[src/rtl/dmwtc_ram.sv]
module dmwtc_ram #(
    parameter int WIDTH = 32,
    parameter int DEPTH = 16,
    localparam int AW   = (DEPTH > 1) ? $clog2(DEPTH) : 1
) (
    input  logic             clk,
    input  logic             we,
    input  logic [AW-1:0]    waddr,
    input  logic [WIDTH-1:0] wdata,
    input  logic             re,
    input  logic [AW-1:0]    raddr,
    output logic [WIDTH-1:0] rdata
);

    logic [WIDTH-1:0] mem [DEPTH];
    logic [WIDTH-1:0] rdata_reg;

    always_ff @(posedge clk) begin
        if (we) begin
            mem[waddr] <= wdata;
        end
        if (re) begin
            rdata_reg <= mem[raddr];
        end
    end

    assign rdata = rdata_reg;

endmodule

[config.mk]
export PLATFORM = sky130hd
export DESIGN_NAME = dmwtc_ram
export DESIGN_NICKNAME = d
export VERILOG_FILES = /design/src/rtl/dmwtc_ram.sv
export SDC_FILE = /design/constraint.sdc
export NUM_CORES = 1
export LEC_CHECK = 0
export BUFFER_PORTS_ARGS = -buffer_cell sky130_fd_sc_hd__buf_4
export CORE_MARGIN = 3
export CORE_UTILIZATION = 50
export CTS_BUF_LIST = sky130_fd_sc_hd__clkbuf_2 sky130_fd_sc_hd__clkbuf_4 sky130_fd_sc_hd__clkbuf_8
export DETAILED_ROUTE_END_ITERATION = 7
export PLACE_DENSITY = 0.67
export SETUP_SLACK_MARGIN = 0.4
export SLEW_MARGIN = 20
export SYNTH_ARGS = -nofsm -noshare
export SYNTH_HDL_FRONTEND = slang
export SYNTH_SLANG_ARGS = --single-unit
[constraint.sdc]
create_clock -name clk -period 6.7 [get_ports clk]
set_input_delay 2.01 -clock clk [delete_from_list [all_inputs] [get_ports clk]]
set_output_delay 2.01 -clock clk [all_outputs]
set_load 0.02 [all_outputs]
==> results of run 1 <==
## area by class of cell
type | count | area [um2] | share of cell area, %
sequential | 544 | 16300 | 70.5
multi-input combinational | 251 | 3750 | 16.2
clock buffer | 110 | 1360 | 5.86
timing repair buffer | 97 | 747 | 3.23
tap | 518 | 648 | 2.80
clock inverter | 41 | 319 | 1.38
## power groups by stage
stage | Combinational [mW] | Clock [mW] | Sequential (mW)
floorplan | 0.183 | 0 | 3.94
global placement | 0.355 | 0 | 3.92
detailed placement | 0.360 | 0 | 3.93
CTS | 0.361 | 2.81 | 3.86
global route | 0.383 | 2.97 | 3.86
finish | 0.354 | 2.75 | 3.86
## kinds of logic after synthesis
logic type             count (synthesis)
AOI/OAI and AO/OA                     64
muxes                                128
and+or+nand+nor                       59
buffers and inverters                 43
DFF                                  544
## worst reg2reg max path, cell delays in order, from the launching register on
cell and delay, ps:
edfxtp_1 360, mux4_2 460, a22oi_1 220, nand2_1 140
## cells in the mapped netlist
cell	count	share of area, %
nor2b_1	2	0.062
buf_4	11	0.41
or3b_2	1	0.043
a22oi_1	64	2.4
mux4_2	128	14
buf_1	9	0.17
nand2b_1	2	0.062
nand2_1	33	0.61
clkbuf_1	17	0.32
nor2_1	13	0.24
buf_6	2	0.11
and2_1	1	0.031
edfxtp_1	544	81
nor3_1	4	0.099
nand3_1	1	0.025
buf_2	4	0.099
nand3b_1	2	0.074
## metrics by stage
step	cell area, um2	total power [mW]	instances	worst slack (ps)	util [%]
2_1_floorplan	20200	4.13	838	1510	-
3_3_place_gp	21500	4.28	1410	2220	54.7
3_5_place_dp	21500	4.29	1410	2200	54.7
4_1_cts	23200	7.03	1561	2870	59.0
5_1_grt	23200	7.21	1561	2710	59.0
6_report	23200	6.96	1561	2890	59.0
## metal layers
metal | share of wire [%] | wire [um] | GRT usage (%) | vias up
li1 | - | - | - | 3895
met1 | 40 | 16800 | 28.4 | 4866
met2 | 51 | 21500 | 34.3 | 370
met3 | 7.2 | 3040 | 4.16 | 70
met4 | 1.9 | 803 | 5.49 | 0
met5 | 0 | 0 | 0 | -
## worst max path at each step
stage,from,endpoint,cells past startpoint
2_1_floorplan,waddr[2],mem[0][0]$_DFFE_PP_,2
3_3_place_gp,raddr[0],rdata[2]$_DFFE_PP_,5
3_5_place_dp,raddr[0],rdata[5]$_DFFE_PP_,5
4_1_cts,raddr[0],rdata[5]$_DFFE_PP_,5
5_1_grt,raddr[0],rdata[9]$_DFFE_PP_,5
6_report,raddr[0],rdata[2]$_DFFE_PP_,5
==> impl_results.md, run 1 <==
- Status: completed
- Die W: 207 um
- Power share of the sequential group: roughly 55%
- First-pass detailed-route iteration total: 4
- Skew-Pair Late Insertion Delay: roughly 620 ps
- Reg2Reg Depth: 3
- Crit path DAT: 4170 ps
- Wire per inst: approximately 27 um
- Worst VDD drop: around 0.00015 V
- Syn. warnings: 0
- Slew Viols, Final: 0
- Adder-cell share of the synthesized area: 0%
- Worst path required time: 7060 ps
- R2R Setup Slk: between 5000 and 6000 ps
- Syn avg cell area: 24.1 um2
- CP delay by family, top: buffers and inverters
- Worst hold slack: about 740 ps
- Setup Crit Path Kind: input pin to register
- Post-CTS resize count: 0
- Routability cong.: 0.712
- CTS sink cnt: 544
- Switch share: 21.0%
- Post-CTS setup buffers: 0
- Post-Syn Nets: 881
- Final ANT Viol Nets: 0
- GRT Overall Usage: 20.6%
- Antenna violations before repair: 0
- Final Critical Period: 3810 ps
- Hold Path End: rdata[23]$_DFFE_PP_
- Worst setup EP type: register
- Global-route wire length before repair: 62800 um
- Xor and xnor area share after synthesis: 0%
- P_int: 5.50 mW
- Worst Hold Class: register to register
- Post-synthesis sequential area ratio: about four fifths
- Synth Area in Compound Gates: 2.38%
- Nets: 1020
- Max Freq: 263 MHz
- Actual slew at the worst max-slew pin: approximately 1100 ps
- Placement Rows: 72
- Via count: 9201
- R2r endpoint: rdata[20]$_DFFE_PP_
- Slew margin rel.: 27.2%
- CTS HTree Levels: 3
- Hold Path Stages: 3
- Share of cells above drive strength 1: 36.0%
- Hpwl dp: 20500 um
- Reg2reg start: mem[11][20]$_DFFE_PP_
- CTS tree: done
- I/O pin count: 75
- Port buffer count: 74
- CP startpoint kind: input pin
- Max_cap viols: 0
- CP peak stage delay: 660 ps
- Vias in the first global route: 9643
- Crit-path slowest cell: clkbuf_8
- Fillers: 2845
- Congestion Overflow GR: 0
- Synth Cell Area: 20200 um2
- RSZ-0062 raised after global routing: no
- Pwr/cell area: 300 nW/um2
- Worst-path clk slew: 60 ps
- Post-synth cell types: 17
- WP buf/inv: 2
- Clock Tree Buf Depth: 3
- Setup violators final: 0
- Worst-path fanout max: 75
- Commonest non-fill, non-tap cell in the layout: edfxtp_1
- Multiplexer share of the synthesized area: between 10% and 20%
- CP Cell Sequence: clkbuf_8 -> buf_4 -> mux4_2 -> a22oi_1 -> nand2_1
- Largest register FFs: 512
- Die area: 42800 um2
- Final WL: around 42000 um
- Crit share post-route: 56.8%
- Vias per inst: 5.89
- Starting Density: between 50% and 60%
- Synth Area in Simple Gates: approximately 1.3%
- Synth Register Bits: 544
- Initial DRC count: 784
- Residual DRC: 0
- Synthesis-to-finish area growth: 14.8%
- Setup TNS: 0 ps
- Most frequent cells in the layout: edfxtp_1 (544), mux4_2 (128), buf_4 (95)
- Post-Synthesis Cells: 838
- CTS Hold Bufs: 0
- Clock buffer count from CTS: 83
- Gate power share: around 5%
- HP Start: mem[14][23]$_DFFE_PP_
- Root Buffer: clkbuf_8
- Leak pwr: 7.44 nW
- Net Switching: approximately 1.5 mW
- Clock share of power: 39.5%
- Largest net degree at the start of global routing: 97
- Final Hold Fails: 0
- Largest family of logic cells by synthesized area: multiplexers
- Core footprint: 39300 um2
- Skew final: 22.6 ps
- Diode count: 0
- Die Height: 207 um
Power figures use the tool's default switching activity.
==> inputs of run 2 (changes only) <==
==> constraint.sdc (replaced) <==
create_clock -name clk -period 3.7 [get_ports clk]
set_input_delay 1.11 -clock clk [delete_from_list [all_inputs] [get_ports clk]]
set_output_delay 1.11 -clock clk [all_outputs]
set_load 0.02 [all_outputs]
==> impl_results.md, run 2 (synthesis gave the netlist of run 1 again) <==
- Synthesis-to-finish area growth: 16.9%
- Max_cap viols: 0 (unchanged)
- Commonest non-fill, non-tap cell in the layout: edfxtp_1
- Die Height: 207 um (unchanged)
- R2r endpoint: rdata[26]$_DFFE_PP_
- I/O pin count: 75 (unchanged)
- Post-CTS setup buffers: 0 (unchanged)
- Die area: 42800 um2 (unchanged)
- Skew-Pair Late Insertion Delay: 620 ps (about the same)
- Worst-path clk slew: 70 ps (about the same)
- Routability cong.: 0.726 (+2.0%)
- Vias per inst: 5.91 (+0.33%)
- RSZ-0062 raised after global routing: no
- Pwr/cell area: 548 nW/um2 (+83%)
- Skew final: 26.0 ps (+3.34 ps)
- Vias in the first global route: 9654 (+0.11%)
- Leak pwr: 7.62 nW (+2.5%)
- Starting Density: 51.4% (unchanged)
- Status: completed
- Hold Path Stages: 3 (unchanged)
- Reg2Reg Depth: 3 (unchanged)
- Largest register FFs: 512 (unchanged)
- Placement Rows: 72 (unchanged)
- Nets: 1034 (+1.4%)
- Actual slew at the worst max-slew pin: 659 ps (-433 ps)
- Hold Path End: rdata[8]$_DFFE_PP_
- Worst setup EP type: primary output
- Worst VDD drop: 0.000356 V (+130%)
- WP buf/inv: 1 (-1)
- Hpwl dp: 21900 um (+6.7%)
- Largest net degree at the start of global routing: 46 (-53%)
- Setup Crit Path Kind: register to primary output
- Crit-path slowest cell: edfxtp_1
- Core footprint: 39300 um2 (unchanged)
- Final Util: 60.0% (+1.1 points)
- First-pass detailed-route iteration total: 5 (+1)
- Post-CTS resize count: 0 (unchanged)
- Final WL: 42900 um (+1.7%)
- Antenna violations before repair: 1 (+1)
- Fillers: 2789 (-2.0%)
- Max Freq: 423 MHz
- Most frequent cells in the layout: edfxtp_1 (544), mux4_2 (128), clkbuf_8 (91), buf_4 (91), a22oi_1 (64)
- Residual DRC: 0 (unchanged)
- CP startpoint kind: register
- CTS tree: done
- Slew margin rel.: 56.0% (+29 points)
- Setup TNS: 0 ps (unchanged)
- Worst Hold Class: register to register
- Final Hold Fails: 0 (unchanged)
- Global-route wire length before repair: 63700 um (+1.3%)
- CP peak stage delay: 440 ps (-220 ps)
- Worst-path fanout max: 1 (-99%)
- Final ANT Viol Nets: 0 (unchanged)
- Clock buffer count from CTS: 86 (+3.6%)
- CP Cell Sequence: buf_4
- R2R Setup Slk: 2170 ps (-3060 ps)
- Share of cells above drive strength 1: 36.8% (+0.78 points)
- Final Critical Period: 2360 ps
- Slew Viols, Final: 0 (unchanged)
- GRT Overall Usage: 20.8% (+0.26 points)
- Setup violators final: 0 (unchanged)
- Die W: 207 um (unchanged)
- CTS Hold Bufs: 0 (unchanged)
- CTS sink cnt: 544 (unchanged)
- Crit path DAT: 1250 ps (-2920 ps)
- Reg2reg start: mem[2][26]$_DFFE_PP_
- Initial DRC count: 1041 (+33%)
- Worst path required time: 2590 ps (-4470 ps)
- HP Start: mem[6][8]$_DFFE_PP_
- Clock Tree Buf Depth: 3 (unchanged)
- Congestion Overflow GR: 0 (unchanged)
- Via count: 9332 (+1.4%)
- Port buffer count: 74 (unchanged)
- Root Buffer: clkbuf_8
- Wire per inst: 27.2 um (+0.60%)
- CTS HTree Levels: 3 (unchanged)
- Crit share post-route: 63.8%
- CP delay by family, top: flip-flops
==> run 2: tightest hold or removal path: cells and delay by family (launching register included) <==
family / cells / cell delay [ps]
compound gates: 1 / 60
simple gates: 1 / 60
mux: 1 / 220
flops: 1 / 320
==> run 2: worst max-delay path by stage <==
stage,from,to,slack (ps),cells past startpoint
floorplan,waddr[2],mem[1][0]$_DFFE_PP_,260,2
global placement,raddr[0],rdata[30]$_DFFE_PP_,770,5
detailed placement,raddr[0],rdata[30]$_DFFE_PP_,760,5
CTS,rdata[25]$_DFFE_PP_,rdata[25],1290,1
global route,rdata[19]$_DFFE_PP_,rdata[19],1280,1
finish,rdata[25]$_DFFE_PP_,rdata[25],1340,1
==> run 2: final cells by class <==
cell class | instances | area (um2) | area share, %
timing repair buffer | 108 | 1020 | 4.31
clock inverter | 45 | 405 | 1.72
multi-input combinational | 251 | 3770 | 16.0
tap | 518 | 648 | 2.75
sequential | 544 | 16300 | 69.3
antenna | 1 | 2.50 | 0.0106
clock buffer | 111 | 1400 | 5.92
==> run 2: metrics by stage <==
step	hold WS [ps]	cells	setup WS [ps]	power (mW)	cell area, um2
2_1_floorplan	710	838	262	7.47	20200
3_3_place_gp	724	1421	768	7.78	21800
3_5_place_dp	729	1421	760	7.80	21800
4_1_cts	737	1577	1290	13.1	23600
5_1_grt	755	1577	1280	13.4	23600
6_report	736	1578	1340	12.9	23600
==> run 2: layer usage <==
metal	wire length [um]	up-vias	global-route usage (%)
li1	-	3929	-
met1	17700	4905	30.8
met2	20900	431	32.4
met3	3560	67	4.50
met4	697	0	5.32
met5	0	-	0
==> run 2: power by group <==
| group | total [mW] | switching, mW | leakage (nW) | internal [mW] |
|---|---|---|---|---|
| sequential | 6.98 | 0.0385 | 4.94 | 6.94 |
| combinational | 0.671 | 0.388 | 1.73 | 0.282 |
| clock | 5.28 | 2.25 | 0.941 | 3.03 |
